`config.mk`:
```
export PLATFORM = sky130hd
export DESIGN_NAME = sek_ctrl
export DESIGN_NICKNAME = d
export VERILOG_FILES = /design/src/rtl/sek_pkg.sv /design/src/rtl/sek_ctrl.sv
export SDC_FILE = /design/constraint.sdc
export NUM_CORES = 1
export LEC_CHECK = 0
export ABC_AREA = 1
export BUFFER_PORTS_ARGS = -buffer_cell sky130_fd_sc_hd__buf_4
export CAP_MARGIN = 20
export CORE_ASPECT_RATIO = 1.1
export CORE_MARGIN = 2
export CORE_UTILIZATION = 50
export DETAILED_ROUTE_END_ITERATION = 10
export PLACE_DENSITY = 0.75
export REMOVE_ABC_BUFFERS = 1
export SLEW_MARGIN = 20
export SYNTH_ARGS = -nofsm -noshare
export SYNTH_HDL_FRONTEND = slang
export SYNTH_SLANG_ARGS = --single-unit
```
`constraint.sdc`:
```
create_clock -name clk -period 3.8 [get_ports clk]
set_input_delay 0.19 -clock clk [delete_from_list [all_inputs] [get_ports clk]]
set_output_delay 0.19 -clock clk [all_outputs]
set_load 0.005 [all_outputs]
```
`src/rtl/sek_pkg.sv`:
```
// ----------------------------------------------------------------------------
// sek_pkg
// shared types and constants of the squared-exponential kernel unit
// ----------------------------------------------------------------------------
package sek_pkg;

    localparam int CFG_W      = 24;
    localparam int Z_W        = 16;
    localparam int IDX_W      = 20;
    localparam int DIST_W     = 40;
    localparam int COV_W      = 32;
    localparam int IN_DATA_W  = 72;
    localparam int NF_W       = 7;

    localparam logic [31:0] LN2_Q32      = 32'd2977044472;
    localparam logic [32:0] ONE_Q32      = 33'h1_0000_0000;
    localparam logic [3:0]  SERIES_TERMS = 4'd10;
    localparam logic [4:0]  RANGE_STEPS  = 5'd5;

    typedef enum logic [2:0] {
        REG_HALF_INV_SQ    = 3'd0,
        REG_VERTICAL_SCALE = 3'd1,
        REG_DIAG_NOISE     = 3'd2,
        REG_ADD_NOISE      = 3'd3,
        REG_NUM_FEATURES   = 3'd4
    } cfg_reg_t;

    typedef enum logic [3:0] {
        OP_NONE,
        OP_ACC,
        OP_MUL_LO,
        OP_MUL_HI,
        OP_RANGE,
        OP_DIVN,
        OP_HMUL,
        OP_HDIV,
        OP_HUPD,
        OP_SHIFT,
        OP_SCALE,
        OP_LOAD
    } op_t;

    typedef struct packed {
        op_t        op;
        logic [4:0] step;
        logic [3:0] term;
    } cmd_t;

    typedef struct packed {
        logic complete;
        logic cutoff;
        logic out_free;
    } status_t;

endpackage

```
`src/rtl/sek_ctrl.sv`:
```
// ----------------------------------------------------------------------------
// sek_ctrl
// sequencer for accumulation, range reduction, series and output load
// ----------------------------------------------------------------------------
module sek_ctrl (
    input  logic             clk,
    input  logic             rst_n,
    input  logic             s_tvalid,
    output logic             s_tready,
    input  sek_pkg::status_t status,
    output sek_pkg::cmd_t    cmd
);

    typedef enum logic [3:0] {
        ST_IDLE,
        ST_MUL_LO,
        ST_MUL_HI,
        ST_RANGE,
        ST_DIVN,
        ST_HMUL,
        ST_HDIV,
        ST_HUPD,
        ST_SHIFT,
        ST_SCALE,
        ST_OUT
    } state_t;

    state_t     state_reg;
    state_t     state_next;
    logic [4:0] step_reg;
    logic [4:0] step_next;
    logic [3:0] term_reg;
    logic [3:0] term_next;

    assign s_tready = (state_reg == ST_IDLE);

    always_comb
    begin
        state_next = state_reg;
        step_next  = step_reg;
        term_next  = term_reg;
        cmd.op     = sek_pkg::OP_NONE;
        cmd.step   = step_reg;
        cmd.term   = term_reg;
        case (state_reg)
            ST_IDLE:
            begin
                if (s_tvalid)
                begin
                    cmd.op = sek_pkg::OP_ACC;
                    if (status.complete)
                        state_next = ST_MUL_LO;
                end
            end
            ST_MUL_LO:
            begin
                cmd.op     = sek_pkg::OP_MUL_LO;
                state_next = ST_MUL_HI;
            end
            ST_MUL_HI:
            begin
                cmd.op     = sek_pkg::OP_MUL_HI;
                state_next = ST_RANGE;
            end
            ST_RANGE:
            begin
                cmd.op     = sek_pkg::OP_RANGE;
                step_next  = sek_pkg::RANGE_STEPS;
                state_next = status.cutoff ? ST_SCALE : ST_DIVN;
            end
            ST_DIVN:
            begin
                cmd.op = sek_pkg::OP_DIVN;
                if (step_reg == 5'd0)
                begin
                    term_next  = sek_pkg::SERIES_TERMS;
                    state_next = ST_HMUL;
                end
                else
                    step_next = step_reg - 5'd1;
            end
            ST_HMUL:
            begin
                cmd.op     = sek_pkg::OP_HMUL;
                state_next = ST_HDIV;
            end
            ST_HDIV:
            begin
                cmd.op     = sek_pkg::OP_HDIV;
                state_next = ST_HUPD;
            end
            ST_HUPD:
            begin
                cmd.op = sek_pkg::OP_HUPD;
                if (term_reg == 4'd1)
                    state_next = ST_SHIFT;
                else
                begin
                    term_next  = term_reg - 4'd1;
                    state_next = ST_HMUL;
                end
            end
            ST_SHIFT:
            begin
                cmd.op     = sek_pkg::OP_SHIFT;
                state_next = ST_SCALE;
            end
            ST_SCALE:
            begin
                cmd.op     = sek_pkg::OP_SCALE;
                state_next = ST_OUT;
            end
            ST_OUT:
            begin
                if (status.out_free)
                begin
                    cmd.op     = sek_pkg::OP_LOAD;
                    state_next = ST_IDLE;
                end
            end
            default:
                state_next = ST_IDLE;
        endcase
    end

    always_ff @(posedge clk or negedge rst_n)
    begin
        if (!rst_n)
        begin
            state_reg <= ST_IDLE;
            step_reg  <= '0;
            term_reg  <= '0;
        end
        else
        begin
            state_reg <= state_next;
            step_reg  <= step_next;
            term_reg  <= term_next;
        end
    end

    a_start: assert property (@(posedge clk) disable iff (!rst_n)
        s_tvalid && s_tready && status.complete |=> state_reg == ST_MUL_LO)
        else $error("completed pair did not start evaluation");

    a_divn_step: assert property (@(posedge clk) disable iff (!rst_n)
        state_reg == ST_DIVN |-> step_reg <= sek_pkg::RANGE_STEPS)
        else $error("range reduction step out of range");

    a_out_done: assert property (@(posedge clk) disable iff (!rst_n)
        state_reg == ST_OUT && status.out_free |=> state_reg == ST_IDLE)
        else $error("free output slot not used");

endmodule

```
# Yosys cells after proc, flatten, opt, wreduce, memory -nomap -nowiden
# Index checks and enable logic that the tools add are counted.
[totals] register_bits=13 in_bits=6 out_inout_bits=14 word_cells=44
[op_classes] n_addsub=2 eq_ne=17 n_mux=15 reduce_logical=7
[op_table] cell="one-hot mux 4 bit (11 select lines)" n=2
[op_table] cell="2-to-1 mux 4 bit" n=9
[op_table] cell="== test 4 x 3 -> 1 bit (second input constant)" n=4
[op_table] cell="== test 4 bit (second input constant)" n=3
[op_table] cell="inequality test 2 bit (second input constant)" n=5
[op_table] cell="one-hot mux 5 bit (2 select lines)" n=1
[op_table] cell="== test 4 x 1 -> 1 bit (second input constant)" n=2
[op_table] cell="== test 4 x 2 -> 1 bit (second input constant)" n=2
[op_table] cell="one-hot mux 4 bit (2 select lines)" n=1
[op_table] cell="zero test 5 bit" n=1
[op_table] cell="2-to-1 mux 5 bit" n=1
[op_table] cell="subtractor 5 x 1 -> 5 bit (second input constant)" n=1
[op_table] cell="zero test 4 bit" n=1
[op_table] cell="AND reduction 4 bit" n=1
[op_table] cell="nonzero test 2 bit" n=2
[op_table] cell="subtractor 4 x 1 -> 4 bit (second input constant)" n=1
[op_table] cell="AND reduction 3 bit" n=1
[op_table] cell="inequality test 2 x 1 -> 1 bit (second input constant)" n=1
[op_table] cell="AND reduction 2 bit" n=1
[op_table] cell="2-to-1 mux 1 bit" n=1

# Depth between registers and ports, before layout
# Gate-level depths: netlist of run 1.
[logic_depth] depth_word=3 mapped_depth=8 ltp_nobuf=8

# Least setup slack after synthesis of run 1
# OpenSTA, ideal clock, no wires.
[synth_path] path_kind="flip-flop to flip-flop" start="register step_reg[0]" end="register step_reg[3]" setup_ps=117 arrival_time_ps=1220 required_time_ps=3683 setup_slack_ps=2463 stages_incl_launch_ff=8 n_path_buf=0 synth_period_minus_slack_ps=1337 cell_sequence="dfrtp_1 -> inv_1 -> ha_1 -> nand3_1 -> o21ai_2 -> nand2_1 -> nand2_1 -> nand2_1"
[synth_via] elab_chain_len=3 elab_cells_between_ends=6 cone_classes="add/sub: 1; eq/ne: 1; mux: 2; reduce/logical: 2"
[synth_rtl] item="start: declaration" line_no="sek_ctrl.sv:30" rtl="logic [4:0] step_reg;"
[synth_rtl] item="start signal: assignment" line_no="sek_ctrl.sv:137" rtl="step_reg <= step_next;"
[synth_rtl] item="subtractor 5 x 1 -> 5 bit / zero test 5 bit (equally long branches)" line_no="sek_ctrl.sv:80, sek_ctrl.sv:74"
[synth_rtl] item="2-to-1 mux 5 bit / inequality test 2 bit (equally long branches)"
[synth_rtl] item="one-hot mux 5 bit (2 select lines) / AND reduction 2 bit (equally long branches)"
# Several ways; a longest one is shown, not always the timed one. The select of a mux whose other input is x is not followed.
# A chain may end at the register's enable or synchronous reset.

==> results of run 1 <==
-- worst paths after layout --
path / cells after the start / endpoint / from
worst max-delay path: 5 / cmd[9] / state_reg[1]
worst max register to register: 7 / step_reg[3] / step_reg[0]
worst min-delay path: 2 / state_reg[2] / status[1]
max in group asynchronous: 2 / term_reg[0] / rst_n
min in group asynchronous: 2 / state_reg[1] / rst_n
worst min register to register: 2 / step_reg[1] / step_reg[1]
-- per-stage QoR --
step / setup slack, ps / hold WS, ps / instances / area, sq um / power, mW
after floorplan: 2460 / -106 / 126 / 863 / 0.605
after global placement: 2320 / 45.0 / 162 / 1030 / 0.795
after detailed placement: 2260 / 46.4 / 162 / 1030 / 0.804
after CTS: 2070 / 118 / 167 / 1060 / 0.894
after global routing: 1860 / 143 / 167 / 1060 / 0.987
final: 2050 / 120 / 167 / 1060 / 0.890
-- power by group through the flow --
| stage | combinational [mW] | sequential, mW | clock (mW) |
|---|---|---|---|
| final | 0.543 | 0.261 | 0.0862 |
| after detailed placement | 0.541 | 0.263 | 0 |
| after global placement | 0.533 | 0.262 | 0 |
| after global routing | 0.620 | 0.274 | 0.0934 |
| after CTS | 0.544 | 0.261 | 0.0887 |
| after floorplan | 0.351 | 0.254 | 0 |
-- critical path: cells and delay by family, from the launching register on --
| kind | cells | cell delay [ps] |
|---|---|---|
| flops | 1 | 480 |
| simple gates | 2 | 440 |
| buf+inv | 2 | 220 |
| compound gates | 1 | 140 |
-- metal layers --
layer | global-route usage, % | vias to the layer above
met5 | 0 | -
met4 | 7.88 | 0
met3 | 3.02 | 8
met2 | 37.9 | 31
met1 | 27.2 | 400
li1 | - | 448
-- cell families (layout without fill, tap and decap cells) --
kind of cell | Yosys count | in the layout
AND/OR/NAND/NOR | 85 | 85
AO/OA/AOI/OAI | 7 | 7
flip-flops | 13 | 13
buffers and inverters | 16 | 40
XOR/XNOR | 2 | 2
adder cells (fa/ha/maj) | 3 | 3
-- repair_timing --
| action | CTS | global route |
|---|---|---|
| hold endpoints to repair | 13 | 0 |
| resized for setup | 0 | 0 |
| hold buffers | 1 | 0 |
-- Yosys cell counts --
cell type,instances,area (sq um)
nand4_1,3,18.8
or2_0,1,6.26
nor2_1,18,67.6
nand2_1,37,139
nand3_1,19,95.1
o21ai_1,1,5.00
o211ai_1,1,7.51
inv_2,1,3.75
nand3b_1,1,7.51
nand2_2,4,25.0
ha_1,3,37.5
o21ai_2,1,8.76
nor2_4,2,22.5
o21ai_0,4,20.0
xnor2_1,2,17.5
inv_1,15,56.3
dfrtp_1,13,325
-- cell type report --
class	count	area, sq um	share of cell area (%)
inverter	16	60.1	5.65
sequential	13	325	30.6
multi-input combinational	97	478	44.9
clock buffer	4	26.3	2.47
tap	17	21.3	2.00
timing repair buffer	20	153	14.4
==> impl_metrics.json, run 1 <==
{
  "outcome": "complete, no violations",
  "max_freq_mhz": 572,
  "ys_seq_area_share_pct": 37.7,
  "cts_tree": "done",
  "rows": 15,
  "tns_ps": 0,
  "dr.max_layer_used": "met4",
  "syn_inst": 126,
  "grt_overflow": 0,
  "p_sw_mw": 0.413,
  "power_density_nw_per_um2": 837,
  "layout_commonest_cell": "nand2_1",
  "avgSynthCellArea_sq_um": 6.85,
  "start_util_pct": 54.1,
  "drtIter0Drc": 27,
  "nets": 160,
  "core_sq_um": 1600,
  "nFillCells": 149,
  "viasPerCell": 5.31,
  "drtAntennaViolNets": 0,
  "wl_met1_microns": 826,
  "max-vdd-ir-drop_mv": 0.522,
  "clkLatencyLatePin_ps": 280,
  "p_leak_nw": 0.591,
  "arrival_ps": 1560,
  "io_buffers": 19,
  "cp_cell_sequence": "inv_2 -> nor2_1 -> nand3_1 -> o211ai_1 -> buf_4",
  "syn_to_final_growth_pct": 23.2,
  "max_stage_delay_ps": 480,
  "cts_buffer_depth": 2,
  "path_clk_slew_ps": 80,
  "worstPathMaxFanout": 6,
  "die_area_sq_um": 2080,
  "hold_viol": 0,
  "cts_max_level": 1,
  "wl_per_cell_microns": 11.7,
  "grt_pass1_vias": 812,
  "fin_worst_skew_ps": 5.76,
  "grt_use_total_pct": 21.5,
  "clockRootBuffer": "clkbuf_4",
  "yosys_warnings": 0,
  "fin_crit_sh_pct": 46.0,
  "vias": 887,
  "wirelength_microns": 1960,
  "path_class": "register to output port",
  "reg2reg_setup_slack_ps": 2260,
  "p_clk_share_pct": 9.7,
  "met3_wirelength_microns": 125,
  "die_x_microns": 43.6,
  "synth_top_family_by_area": "simple AND/OR/NAND/NOR gates",
  "die_y_microns": 47.6,
  "layout_common_cells": "nand2_1, nand3_1, buf_4",
  "grt_start_max_net_pins": 14,
  "rsz0062_at_grt": "no",
  "p_sw_share_pct": 46.4,
  "antennaDiodeCount": 0,
  "cts_buffers": 3,
  "grt_antenna_before_repair": 0,
  "synthAdderAreaFrac_pct": 4.35,
  "firstDrtPassIters": 4,
  "cp-end-kind": "output port",
  "worst_pin_slew_ps": 298,
  "setup_violations": 0,
  "post_cts_buffers": 0,
  "hpwl_microns": 1520,
  "synth_seq_cells": 13,
  "timing.final.crit_period_ps": 1750,
  "netlist_area_sq_um": 863,
  "slew_headroom_pct": 80.1,
  "fin_util_pct": 66.7,
  "synthXorXnorAreaFrac_pct": 2.03,
  "worst_setup_path_start_kind": "register",
  "ys_types": 17,
  "synth-compound-area-share_pct": 4.78,
  "synthMuxAreaShare_pct": 0,
  "combPwrFrac_pct": 61.0,
  "internal_power_mw": 0.477,
  "gp_congestion": 0.914,
  "maxCapViolCount": 0,
  "drive_above_1_share_pct": 20.0,
  "grt_pass1_wl_microns": 3330,
  "wl_met2_microns": 974,
  "seq_power_share_pct": 29.3,
  "slew_viol_final": 0,
  "critical_path_required_ps": 3610,
  "cts_sinks": 13,
  "drc": 0,
  "critPathSlowestCell": "dfrtp_1",
  "min_path_type": "input port to register",
  "io-pin-count": 20,
  "yosys.area_share.simple_pct": 44.2,
  "largest_reg_flops": 5
}
(Power assumes the default switching activity.)
==> run 2, diff against run 1 <==
==> constraint.sdc (replaced) <==
create_clock -name clk -period 1.7 [get_ports clk]
set_input_delay 0.085 -clock clk [delete_from_list [all_inputs] [get_ports clk]]
set_output_delay 0.085 -clock clk [all_outputs]
set_load 0.005 [all_outputs]
==> run 2 against run 1 <==
Sequential power grew 130%; utilization grew 0.24 points; clock power rose by 130%; setup slack got worse by 1900 ps; global-route usage is 0.27 points higher; critical path depth did not move; sequential cell count is the same; die area is the same; first-iteration DRC count rose by 30%; sequential share of layout area about the same; power increased by 130%; routed wire length increased by 0.46%; largest power group unchanged.
==> impl_metrics.json, run 2 (synthesized netlist as in run 1, its figures left out) <==
{
  "wl_per_cell_microns": 11.8,
  "grt_pass1_wl_microns": 3330,
  "max-vdd-ir-drop_mv": 1.32,
  "whs_ps": 5.57,
  "dpl_worst_slack_ps": 182,
  "fin_crit_sh_pct": 91.7,
  "grtUsageMet2_pct": 33.8,
  "vias": 860,
  "min_path_type": "input port to register",
  "path_class": "register to output port",
  "layout_commonest_cell": "nand2_1",
  "rows": 15,
  "grt_use_total_pct": 21.8,
  "grtUsageMet3_pct": 5.28,
  "path_clk_slew_ps": 90,
  "die_x_microns": 43.6,
  "clkLatencyLatePin_ps": 280,
  "clockRootBuffer": "clkbuf_4",
  "worst_pin_slew_ps": 284,
  "p_clk_share_pct": 9.7,
  "slew_viol_final": 0,
  "die_area_sq_um": 2080,
  "worst_slack_ps": 141,
  "die_y_microns": 47.6,
  "cts_max_level": 1,
  "worstPathMaxFanout": 8,
  "largest_reg_flops": 5,
  "layout_common_cells": "nand2_1, nand3_1, buf_4",
  "gr-usage-met1_pct": 29.6,
  "p_sw_mw": 0.938,
  "antennaDiodeCount": 0,
  "p_leak_nw": 0.591,
  "cts_buffer_depth": 2,
  "core_sq_um": 1600,
  "nFillCells": 142,
  "maxCapViolCount": 0,
  "setup_violations": 0,
  "max_stage_delay_ps": 460,
  "drc": 0,
  "gp_congestion": 0.905,
  "cts_sinks": 13,
  "cp_cell_sequence": "nand2_2 -> inv_1 -> nand2_1 -> nand4_1 -> buf_4",
  "drive_above_1_share_pct": 21.3,
  "tns_ps": 0,
  "start_util_pct": 54.1,
  "grt_overflow": 0,
  "place_area_sq_um": 1030,
  "drtAntennaViolNets": 0,
  "critPathSlowestCell": "dfrtp_2",
  "fin_worst_skew_ps": 7.67,
  "drtIter0Drc": 35,
  "timing.final.crit_period_ps": 1560,
  "seq_power_share_pct": 29.4,
  "firstDrtPassIters": 4,
  "worst_setup_path_start_kind": "register",
  "viasPerCell": 5.15,
  "arrival_ps": 1470,
  "critical_path_required_ps": 1620,
  "design_area_sq_um": 1070,
  "syn_to_final_growth_pct": 23.6,
  "io_buffers": 19,
  "wirelength_microns": 1970,
  "internal_power_mw": 1.07,
  "grt_pass1_vias": 783,
  "hold_viol": 0,
  "cts_buffers": 3,
  "outcome": "complete, no violations",
  "cp-end-kind": "output port",
  "max_freq_mhz": 642,
  "slew_headroom_pct": 81.1,
  "grt_antenna_before_repair": 0,
  "grt_busiest_layer": "met2",
  "p_sw_share_pct": 46.6,
  "nets": 160,
  "grt_start_max_net_pins": 14,
  "hpwl_microns": 1570,
  "combPwrFrac_pct": 61.0,
  "cts_tree": "done",
  "power_mw": 2.01,
  "power_density_nw_per_um2": 1880,
  "rsz0062_at_grt": "no",
  "io-pin-count": 20
}
## run 2: critical path, delay by kind of cell (launching register included)
| family | cells | cell delay [ps] |
|---|---|---|
| buffers and inverters | 2 | 230 |
| AND/OR/NAND/NOR | 3 | 510 |
| flip-flops | 1 | 460 |
## run 2: what timing repair did
item	CTS	global route
hold buffers	1	0
endpoints found under the hold margin	13	0
resized for setup	0	2
setup buffers	0	0
endpoints found under the setup margin	0	2
## run 2: cell type report
cell class / count / area (sq um) / share of cell area (%)
multi-input combinational: 97 / 480 / 45.0
sequential: 13 / 327 / 30.6
timing repair buffer: 20 / 153 / 14.3
inverter: 16 / 60.1 / 5.63
clock buffer: 4 / 26.3 / 2.46
tap: 17 / 21.3 / 1.99
## run 2: metrics by stage
step | util, % | std cells
after floorplan | - | 126
after global placement | 64.4 | 162
after detailed placement | 64.4 | 162
after CTS | 66.7 | 167
after global routing | 66.9 | 167
final | 66.9 | 167
## run 2: path summary, 6_finish.rpt
| kind | cells past startpoint | startpoint | to | slack (ps) |
|---|---|---|---|---|
| hold / removal | 2 | status[1] | state_reg[2] | 6 |
| setup reg to reg | 7 | step_reg[0] | step_reg[3] | 150 |
| max in group asynchronous | 2 | rst_n | state_reg[1] | 1350 |
| min in group asynchronous | 2 | rst_n | state_reg[1] | 180 |
| setup / recovery | 5 | state_reg[1] | cmd[11] | 140 |
| hold reg to reg | 2 | step_reg[1] | step_reg[1] | 540 |
## run 2: metal layers
layer	part of all wire (%)	vias to the layer above
met2	49	20
met3	4.5	4
met5	0	-
met4	1.1	0
met1	45	384
li1	-	452
## run 2: power groups by stage
| stage | Clock, mW | Sequential, mW | Combinational, mW |
|---|---|---|---|
| finish | 0.194 | 0.590 | 1.23 |
| global route | 0.212 | 0.614 | 1.39 |
| CTS | 0.200 | 0.583 | 1.23 |
| detailed placement | 0 | 0.589 | 1.22 |
| global placement | 0 | 0.583 | 1.20 |
| floorplan | 0 | 0.569 | 0.784 |
